===== src/design/chorus_pkg.sv =====
`timescale 1ns / 1ps

package chorus_pkg;

  // Ring depth must be a power of two.
  localparam int unsigned DELAY_DEPTH  = 2048;
  localparam int unsigned SINE_ENTRIES = 1024;
  localparam int unsigned SAMPLE_BITS  = 16;

  localparam int unsigned IDX_W   = $clog2(DELAY_DEPTH);
  localparam int unsigned FRAC_W  = 8;
  localparam int unsigned POS_W   = IDX_W + FRAC_W;
  localparam int unsigned SINE_W  = $clog2(SINE_ENTRIES);
  localparam int unsigned QUARTER = SINE_ENTRIES / 4;
  localparam int unsigned QTR_W   = SINE_W - 2;

  localparam int unsigned PHASE_W    = 24;
  localparam int unsigned BASE_W     = 10;
  localparam int unsigned DEPTH_W    = 10;
  localparam int unsigned MIX_W      = 17;
  localparam int unsigned CFG_DATA_W = 24;
  localparam int unsigned CFG_IDX_W  = 2;
  localparam int unsigned DLY_W      = BASE_W + FRAC_W + 1;

  localparam int unsigned MUL_A_W = (SAMPLE_BITS + 1 > 17) ? SAMPLE_BITS + 1 : 17;
  localparam int unsigned MUL_B_W = 18;
  localparam int unsigned PROD_W  = MUL_A_W + MUL_B_W;

  localparam logic [11:0]      FB_COEF = 12'd1311;  // 0.02 in Q16
  localparam logic [MIX_W-1:0] MIX_ONE = 17'h10000;

  localparam logic signed [PROD_W-1:0] HALF_Q8  = {{(PROD_W-8){1'b0}}, 8'h80};
  localparam logic signed [PROD_W-1:0] HALF_Q16 = {{(PROD_W-16){1'b0}}, 16'h8000};
  localparam logic signed [PROD_W-1:0] SAT_HI =
    {{(PROD_W-SAMPLE_BITS+1){1'b0}}, {(SAMPLE_BITS-1){1'b1}}};
  localparam logic signed [PROD_W-1:0] SAT_LO =
    {{(PROD_W-SAMPLE_BITS+1){1'b1}}, {(SAMPLE_BITS-1){1'b0}}};

  localparam logic [63:0] ONE_Q30     = 64'd1 << 30;
  localparam logic [63:0] HALF_PI_Q30 = 64'd1686629713;

  typedef logic signed [SAMPLE_BITS-1:0] sample_t;

  typedef struct packed {
    sample_t sample_in;
    logic    block_end;
  } in_beat_t;

  typedef struct packed {
    sample_t sample_out;
    logic    block_end_out;
  } out_beat_t;

  typedef enum logic [CFG_IDX_W-1:0] {
    CFG_PHASE_STEP = 2'd0,
    CFG_BASE_DELAY = 2'd1,
    CFG_DEPTH      = 2'd2,
    CFG_MIX        = 2'd3
  } cfg_index_e;

  typedef enum logic [2:0] {
    ST_IDLE,
    ST_POS,
    ST_RD0,
    ST_RD1,
    ST_INTERP,
    ST_FB,
    ST_WR,
    ST_OUT
  } state_e;

  typedef enum logic [1:0] {
    MUL_LFO,
    MUL_INTERP,
    MUL_FB,
    MUL_MIX
  } mul_sel_e;

  typedef struct packed {
    logic     accept;
    logic     mul_en;
    mul_sel_e mul_sel;
    logic     pos_ld;
    logic     rd_next;
    logic     d0_ld;
    logic     dly_ld;
    logic     wr_en;
    logic     out_ld;
  } dp_cmd_t;

  // Quarter wave plus the peak entry, magnitudes in Q15.
  typedef logic [QUARTER:0][14:0] qsine_t;

  function automatic qsine_t build_qsine();
    qsine_t      tab;
    logic [63:0] theta, f, x, x2, t, s;
    logic [1:0]  quad;
    tab = '0;
    for (int k = 0; k <= QUARTER; k++) begin
      theta = (64'(k) << 32) / SINE_ENTRIES;
      quad  = theta[31:30];
      f     = theta & (ONE_Q30 - 64'd1);
      if (quad[0]) begin
        f = ONE_Q30 - f;
      end
      x  = (f * HALF_PI_Q30) >> 30;
      x2 = (x * x) >> 30;
      t  = ONE_Q30 - x2 / 110;
      t  = ONE_Q30 - ((x2 * t) >> 30) / 72;
      t  = ONE_Q30 - ((x2 * t) >> 30) / 42;
      t  = ONE_Q30 - ((x2 * t) >> 30) / 20;
      t  = ONE_Q30 - ((x2 * t) >> 30) / 6;
      s  = (x * t) >> 30;
      s  = (s + 64'd16384) >> 15;
      if (s > 64'd32767) begin
        s = 64'd32767;
      end
      tab[k[QTR_W:0]] = s[14:0];
    end
    return tab;
  endfunction

  localparam qsine_t QSINE = build_qsine();

  // Full-period sine from the quarter table by mirror and sign.
  function automatic logic signed [15:0] sine_lookup(input logic [SINE_W-1:0] idx);
    logic [QTR_W:0]     addr;
    logic [14:0]        mag;
    logic signed [15:0] pos;
    if (idx[SINE_W-2]) begin
      addr = (QTR_W+1)'(QUARTER) - {1'b0, idx[QTR_W-1:0]};
    end else begin
      addr = {1'b0, idx[QTR_W-1:0]};
    end
    mag = QSINE[addr];
    pos = {1'b0, mag};
    return idx[SINE_W-1] ? -pos : pos;
  endfunction

  function automatic sample_t sat_sample(input logic signed [PROD_W-1:0] v);
    sample_t r;
    if (v > SAT_HI) begin
      r = SAT_HI[SAMPLE_BITS-1:0];
    end else if (v < SAT_LO) begin
      r = SAT_LO[SAMPLE_BITS-1:0];
    end else begin
      r = v[SAMPLE_BITS-1:0];
    end
    return r;
  endfunction

endpackage


===== src/design/chorus_ctrl.sv =====
`timescale 1ns / 1ps

module chorus_ctrl import chorus_pkg::*; (
  input  logic    clk_i,
  input  logic    rst_ni,
  input  logic    in_valid_i,
  output logic    in_stall_o,
  output logic    out_valid_o,
  input  logic    out_stall_i,
  output dp_cmd_t cmd_o
);

  state_e  state_q, state_d;
  logic    out_valid_q, out_valid_d;
  logic    out_free;
  dp_cmd_t cmd;

  // The output slot is free when empty or when its beat leaves this cycle.
  assign out_free = !out_valid_q || !out_stall_i;

  always_ff @(posedge clk_i or negedge rst_ni) begin
    if (!rst_ni) begin
      state_q     <= ST_IDLE;
      out_valid_q <= 1'b0;
    end else begin
      state_q     <= state_d;
      out_valid_q <= out_valid_d;
    end
  end

  always_comb begin
    state_d = state_q;
    cmd     = '0;
    cmd.mul_sel = MUL_LFO;
    case (state_q)
      ST_IDLE: begin
        if (in_valid_i) begin
          cmd.accept  = 1'b1;
          cmd.mul_en  = 1'b1;
          cmd.mul_sel = MUL_LFO;
          state_d     = ST_POS;
        end
      end
      ST_POS: begin
        cmd.pos_ld = 1'b1;
        state_d    = ST_RD0;
      end
      ST_RD0: begin
        cmd.d0_ld   = 1'b1;
        cmd.rd_next = 1'b1;
        state_d     = ST_RD1;
      end
      ST_RD1: begin
        cmd.mul_en  = 1'b1;
        cmd.mul_sel = MUL_INTERP;
        state_d     = ST_INTERP;
      end
      ST_INTERP: begin
        cmd.dly_ld = 1'b1;
        state_d    = ST_FB;
      end
      ST_FB: begin
        cmd.mul_en  = 1'b1;
        cmd.mul_sel = MUL_FB;
        state_d     = ST_WR;
      end
      ST_WR: begin
        cmd.wr_en   = 1'b1;
        cmd.mul_en  = 1'b1;
        cmd.mul_sel = MUL_MIX;
        state_d     = ST_OUT;
      end
      ST_OUT: begin
        // hold the finished sample until the output register can take it
        if (out_free) begin
          cmd.out_ld = 1'b1;
          state_d    = ST_IDLE;
        end
      end
      default: begin
        state_d = ST_IDLE;
      end
    endcase
  end

  always_comb begin
    out_valid_d = out_valid_q;
    if (cmd.out_ld) begin
      out_valid_d = 1'b1;
    end else if (out_valid_q && !out_stall_i) begin
      out_valid_d = 1'b0;
    end
  end

  assign in_stall_o  = (state_q != ST_IDLE);
  assign out_valid_o = out_valid_q;
  assign cmd_o       = cmd;

endmodule


===== config.mk =====
export PLATFORM = sky130hd
export DESIGN_NAME = chorus_ctrl
export DESIGN_NICKNAME = d
export VERILOG_FILES = /design/src/design/chorus_pkg.sv /design/src/design/chorus_ctrl.sv
export SDC_FILE = /design/constraint.sdc
export NUM_CORES = 1
export LEC_CHECK = 0
export BUFFER_PORTS_ARGS = -buffer_cell sky130_fd_sc_hd__clkbuf_2
export CORE_AREA = 2 2 39 41
export CTS_CLUSTER_SIZE = 10
export DETAILED_ROUTE_END_ITERATION = 10
export DIE_AREA = 0 0 41 43
export PLACE_DENSITY = 0.44
export SLEW_MARGIN = 5
export SYNTH_ARGS = -nofsm -noshare
export SYNTH_HDL_FRONTEND = slang
export SYNTH_SLANG_ARGS = --single-unit

===== constraint.sdc =====
create_clock -name clk_i -period 1.4 [get_ports clk_i]
set_input_delay 0 -clock clk_i [delete_from_list [all_inputs] [get_ports clk_i]]
set_output_delay 0 -clock clk_i [all_outputs]
set_load 0.01 [all_outputs]

Word-level counts from Yosys, hierarchy flattened
Index checks and enable logic that the tools add are counted.
{ "word_totals": {"register_bits": 4, "word_cells": 33, "inputBits": 4} }
{ "classes": {"n_eq_ne": 9, "n_reduce_logical": 8, "n_mux": 14} }
{ "ops": {"columns": ["operator", "n"], "rows": [
  ["$pmux 3 s8", 1],
  ["$eq 3x3->1 const B", 4],
  ["$pmux 3 s4", 1],
  ["$mux 1", 8],
  ["$eq 3x2->1 const B", 2],
  ["$mux 3", 2],
  ["$mux 4", 1],
  ["$ne 2x2->1 const B", 2],
  ["$eq 3x1->1 const B", 1],
  ["$logic_not 3->1", 1],
  ["$reduce_bool 3->1", 1],
  ["$logic_not 1->1", 2],
  ["$mux 2", 1],
  ["$reduce_and 2->1", 1],
  ["$reduce_bool 2->1", 1],
  ["$logic_and 1x1->1", 1],
  ["$logic_or 1x1->1", 1]
]} }

Logic depth before layout (Yosys ltp)
Gate-level depths: netlist of run 1.
{ "logic_depth": {"depth_word": 5, "mapped_depth": 4, "ltp_nobuf": 2} }

Least setup slack after synthesis of run 1
No wires, ideal clock.
{ "synth_timing": {"path_type": "register to output", "startpoint": "reg state_q[0]", "endpoint": "out cmd_o[4] in the netlist's numbering", "arrival_time_ns": 1.047, "required_time_ns": 1.400, "slack_ns": 0.353, "n_path_buf": 2, "stages_incl_launch_ff": 5, "path_cell_list": "dfrtp_1 -> buf_2 -> nand2b_1 -> nor2_1 -> buf_4"} }
{ "synth_lines": {"columns": ["item", "line", "rtl"], "rows": [
  ["start: declaration", "chorus_ctrl.sv:13", "state_e state_q, state_d;"],
  ["start signal: assignment", "chorus_ctrl.sv:26", "state_q <= state_d;"],
  ["end: declaration", "chorus_ctrl.sv:10", "output dp_cmd_t cmd_o"]
]} }

==> results of run 1 <==
[area by class of cell]
class | count | share of cell area [%]
Inverter | 1 | 0.906
Clock buffer | 3 | 5.44
Sequential cell | 4 | 24.2
Timing Repair Buffer | 19 | 26.0
Multi-Input combinational cell | 27 | 38.7
Tap cell | 16 | 4.83
[cells by family after synthesis]
family,count (synthesis)
XOR/XNOR,2
AO/OA/AOI/OAI,9
buffers and inverters,6
AND/OR/NAND/NOR,16
flip-flops,4
[timing repair]
action / 4_1_cts / 5_1_grt
hold endpoints to repair: 4 / 0
endpoints found under the setup margin: 0 / 1
buffers inserted: 0 / 1
gates resized for setup: 0 / 1
hold buffers: 1 / 0
[through the flow]
step / setup TNS, ns / total power [mW]
6_report: 0 / 1.09
5_1_grt: -0.00329 / 1.21
4_1_cts: 0 / 1.08
3_5_place_dp: 0 / 0.936
3_3_place_gp: 0 / 0.939
2_1_floorplan: 0 / 0.739
[layout by cell type (no fill, tap or decap), types with 2 or more instances in the layout]
master    Yosys  routed
nor2_1        4       4
clkbuf_2      0      14
clkbuf_4      0       3
buf_4         3       3
nor3_1        2       2
dfrtp_1       4       4
nand2b_1      2       2
and2_1        3       3
a21oi_1       5       5
[layer usage]
| layer | up-vias | part of all wire, % | GRT usage (%) |
|---|---|---|---|
| met5 | - | 0 | 0 |
| met3 | 0 | 7.7 | 4.71 |
| met4 | 0 | 0 | 8.00 |
| li1 | 156 | - | - |
| met1 | 130 | 47 | 10.5 |
| met2 | 11 | 45 | 10.3 |
[worst max-delay path, delay by kind of cell, from the launching register on]
kind / cells / cell delay (ns)
AO/OA/AOI/OAI: 1 / 0.16
buffers and inverters: 1 / 0.15
flip-flops: 1 / 0.40
AND/OR/NAND/NOR: 1 / 0.38
[flip-flops by register name, indices dropped and copies added (netlist names)]
name	count
out_valid_o	1
state_q	3
[path summary, 6_finish.rpt]
kind	start	end	slack [ns]
worst max-delay path	state_q[1]	cmd_o[8]	0.07
worst min register to register	state_q[2]	out_valid_o	0.57
worst min-delay path	out_stall_i	out_valid_o	0.04
min in group asynchronous	rst_ni	out_valid_o	0.10
max in group asynchronous	rst_ni	state_q[0]	1.17
worst max register to register	state_q[1]	out_valid_o	0.33
[Yosys cell counts]
cell,count,area share (%)
a211oi_1,1,2.5
a21boi_0,1,2.5
a21oi_1,5,8.4
a22o_1,1,3.0
a22oi_1,1,2.5
and2_1,3,6.3
and3_1,1,2.1
buf_2,2,3.4
buf_4,3,7.6
dfrtp_1,4,34
inv_1,1,1.3
nand2_1,1,1.3
nand2b_1,2,4.2
nand3_1,1,1.7
nor2_1,4,5.1
nor2b_1,1,2.1
nor3_1,2,3.4
or3b_1,1,3.0
xnor2_1,1,3.0
xor2_1,1,3.0
[power by group]
| part | switching (mW) | total, mW | internal, mW |
|---|---|---|---|
| Sequential | 0.0819 | 0.256 | 0.174 |
| Combinational | 0.358 | 0.690 | 0.332 |
| Clock | 0.0463 | 0.142 | 0.0958 |
==> impl_metrics.tcl, run 1 <==
set metrics [dict create \
    p_leak_nw 0.209 \
    clk_latency_ns 0.23 \
    seq_area_frac_synth_pct 33.8 \
    max_stage_delay_ns 0.40 \
    drt-pass1-iter-count 4 \
    slew_headroom_pct 79.6 \
    synth-seq-cells 4 \
    htreeDepth 1 \
    final-instance-count-excl-fill 70 \
    numClockSinks 4 \
    slew_viol_final 0 \
    grt_pass1_vias 250 \
    num_rows 14 \
    vias_per_cell 4.24 \
    die_w_um 41 \
    grt_max_degree 12 \
    ios 16 \
    gp_congestion 0.572 \
    overflow 0 \
    hp-class "in2reg" \
    worstPathMaxFanout 5 \
    die_y_um 43 \
    startpoint_type "flip-flop" \
    post-dp-hpwl_um 486 \
    vias 297 \
    cp-end-kind "primary output" \
    synth_top_family_by_area "simple AND/OR/NAND/NOR gates" \
    wl_per_cell_um 9.11 \
    drive_gt1_share_pct 38.9 \
    io_buffers 15 \
    nFillCells 168 \
    cts.path.max_buffers 2 \
    synth.distinct_cells 20 \
    grt_pass1_wl_um 966 \
    drt_iter0_markers 4 \
    holdWs_ns 0.0356 \
    skew_ns 0.00466 \
    maxCapViolCount 0 \
    synth_nets 41 \
    worstSetupPathType "reg2out" \
    finalHoldViolations 0 \
    tightest_slew_ns 0.306 \
    reg2reg_depth 3 \
    antenna_found_initial 0 \
    synth_xor_area_share_pct 5.91 \
    drcViolationCount 0 \
    regArea_um2 100 \
    crit_slowest_cell "dfrtp_1" \
    cp_cell_sequence "or3b_1 -> a22oi_1 -> buf_2" \
    required_ns 1.40 \
    synth.area.mux_share_pct 0 \
    initial_core_util_pct 21.4 \
    dp_slack_ns 0.295 \
    syn_area_um2 297 \
    synthAdderAreaFrac_pct 0 \
    syn_avg_cell_area_um2 8.01 \
    clk_root_buffer_cell "clkbuf_4" \
    cts_buffers 3 \
    design_area_um2 414 \
    area_growth_pct 39.7 \
    status "complete, no violations" \
    core_mm2 0.00138 \
    ir_worst_vdd_mv 0.665 \
    routed_wirelength_um 638 \
    cts_tree "built" \
    multi_input_area_um2 160 \
    clk_pin_slew_worst_paths_ns 0.04 \
    worst_slack_ns 0.0676 \
    fin_nets 60 \
    synth_compound_area_share_pct 19.0 \
    die_area_mm2 0.00176 \
    finalWorstPathRequiredPeriod_ns 1.33 \
    antenna_cells 0 \
    postPlaceCellArea_um2 374 \
    fmax_mhz 751 \
    critPathArrivalTime_ns 1.33 \
    layout_worst_path_cycle_share_pct 95.2 \
    ys_warn_count 0 \
    holdPathStages 2 \
    ant_nets 0 \
    netlist_instances 37 \
    final_util_pct 29.9 \
    setup_viol 0 \
    p_per_area_mw_per_mm2 2630 \
    track_usage_pct 8.68 \
    yosys.area_share.simple_pct 29.1 \
    dp_cells 65 \
]
Power figures use the tool's default switching activity.
==> inputs of run 2 (changes only) <==
Settings changed: CAP_MARGIN set to 5, PLACE_DENSITY 0.44 to unset, PLACE_DENSITY_LB_ADDON set to 0.2.
==> run 2 against run 1 <==
  * Utilization is 0.54 points lower
  * Clock skew fell by 0.0023 ns
  * Wire length grew 1.3%
  * First-iteration DRC count shrank 50%
  * Die area is the same
  * Register-to-register slack better by 0.05 ns
  * Sequential share of layout area up 0.45 points
  * Global-route usage is 0.50 points lower
  * Sequential power is 6% lower
  * Final cell count is 1.4% lower
  * Flip-flop and latch count unchanged
  * Largest cell class unchanged
  * Largest power group unchanged
==> impl_metrics.tcl, run 2 (same netlist as run 1, synthesis figures left out) <==
set metrics [dict create \
    status "complete, no violations" \
    p_total_mw 1.07 \
    wl_per_cell_um 9.36 \
    finalHoldViolations 0 \
    rsz0062_at_grt "false" \
    grt_max_degree 12 \
    critPathArrivalTime_ns 1.29 \
    ios 16 \
    postPlaceCellArea_um2 374 \
    dp_cells 65 \
    core_mm2 0.00138 \
    area_growth_pct 37.1 \
    nFillCells 158 \
    final-instance-count-excl-fill 69 \
    crit_family "simple AND/OR/NAND/NOR gates" \
    dp_slack_ns 0.346 \
    vias 299 \
    grt_pass1_wl_um 966 \
    clk_root_buffer_cell "clkbuf_4" \
    r2r-end "out_valid_o" \
    clk_latency_ns 0.23 \
    drcViolationCount 0 \
    fmax_mhz 775 \
    overflow 0 \
    drt-pass1-iter-count 3 \
    crit_slowest_cell "or3b_1" \
    design_area_um2 407 \
    clk_pin_slew_worst_paths_ns 0.04 \
    reg2reg_setup_slack_ns 0.38 \
    min_to "out_valid_o" \
    worstHoldStart "out_stall_i" \
    layout_worst_path_cycle_share_pct 92.1 \
    startpoint_type "flip-flop" \
    drt_iter0_markers 2 \
    p_leak_nw 0.205 \
    htreeDepth 1 \
    num_rows 14 \
    finalWorstPathRequiredPeriod_ns 1.29 \
    tightest_slew_ns 0.323 \
    initial_core_util_pct 21.4 \
    holdPathStages 2 \
    slew_viol_final 0 \
    cts_buffers 3 \
    worstPathMaxFanout 2 \
    drive_gt1_share_pct 37.7 \
    slew_headroom_pct 78.4 \
    regToRegStartpoint "state_q[1]" \
    cts_tree "built" \
    holdWs_ns 0.0423 \
    max_stage_delay_ns 0.37 \
    hp-class "in2reg" \
    largest_reg_flops 3 \
    reg2reg_depth 3 \
    post-dp-hpwl_um 477 \
    track_usage_pct 8.17 \
    die_y_um 43 \
    final_common_cell "clkbuf_2" \
    final_util_pct 29.4 \
    crit_buf_inv 1 \
    routed_wirelength_um 646 \
    vias_per_cell 4.33 \
    ir_worst_vdd_mv 0.775 \
    fin_nets 59 \
    required_ns 1.40 \
    gp_congestion 0.682 \
    cp-end-kind "primary output" \
    antenna_found_initial 0 \
    cts.path.max_buffers 2 \
    worstSetupPathType "reg2out" \
    grt_pass1_vias 257 \
    mostFrequentLayoutCells "clkbuf_2 (15), a21oi_1 (5), nor2_1 (4), dfrtp_1 (4)" \
    p_per_area_mw_per_mm2 2630 \
    numClockSinks 4 \
    ant_nets 0 \
    antenna_cells 0 \
    die_area_mm2 0.00176 \
    largest-register "state_q" \
    skew_ns 0.00238 \
    cp_cell_sequence "or3b_1 -> a22oi_1 -> clkbuf_2" \
    tns_ns 0 \
    maxCapViolCount 0 \
    die_w_um 41 \
    io_buffers 15 \
    worst_slack_ns 0.110 \
    setup_viol 0 \
]
run 2: cell type report:
| type | count | area, um2 | area share [%] |
|---|---|---|---|
| Multi-Input combinational cell | 27 | 160 | 39.4 |
| Timing Repair Buffer | 18 | 100 | 24.6 |
| Clock buffer | 3 | 22.5 | 5.54 |
| Sequential cell | 4 | 100 | 24.6 |
| Inverter | 1 | 3.75 | 0.923 |
| Tap cell | 16 | 20.0 | 4.92 |
run 2: metal layers:
| metal | track usage [%] | vias up | routed length [um] |
|---|---|---|---|
| li1 | - | 156 | - |
| met1 | 10.1 | 134 | 317 |
| met2 | 11.9 | 9 | 288 |
| met3 | 6.28 | 0 | 39 |
| met4 | 0 | 0 | 0 |
| met5 | 0 | - | 0 |
run 2: worst max path at each step:
stage / from / to / cells past startpoint
after floorplan: state_q[0] / cmd_o[4] / 4
after global placement: state_q[1] / cmd_o[8] / 3
after detailed placement: state_q[1] / cmd_o[8] / 3
after CTS: state_q[1] / cmd_o[8] / 3
after global routing: state_q[2] / cmd_o[0] / 4
final: state_q[1] / cmd_o[8] / 3
run 2: power breakdown:
group / internal [mW] / switching (mW)
sequential: 0.174 / 0.0655
clock: 0.0957 / 0.0437
combinational: 0.315 / 0.374
run 2: timing repair:
action                                 CTS  global route
gates resized for setup                  0             0
hold buffers                             1             0
buffers inserted                         0             0
endpoints found under the hold margin    4             0
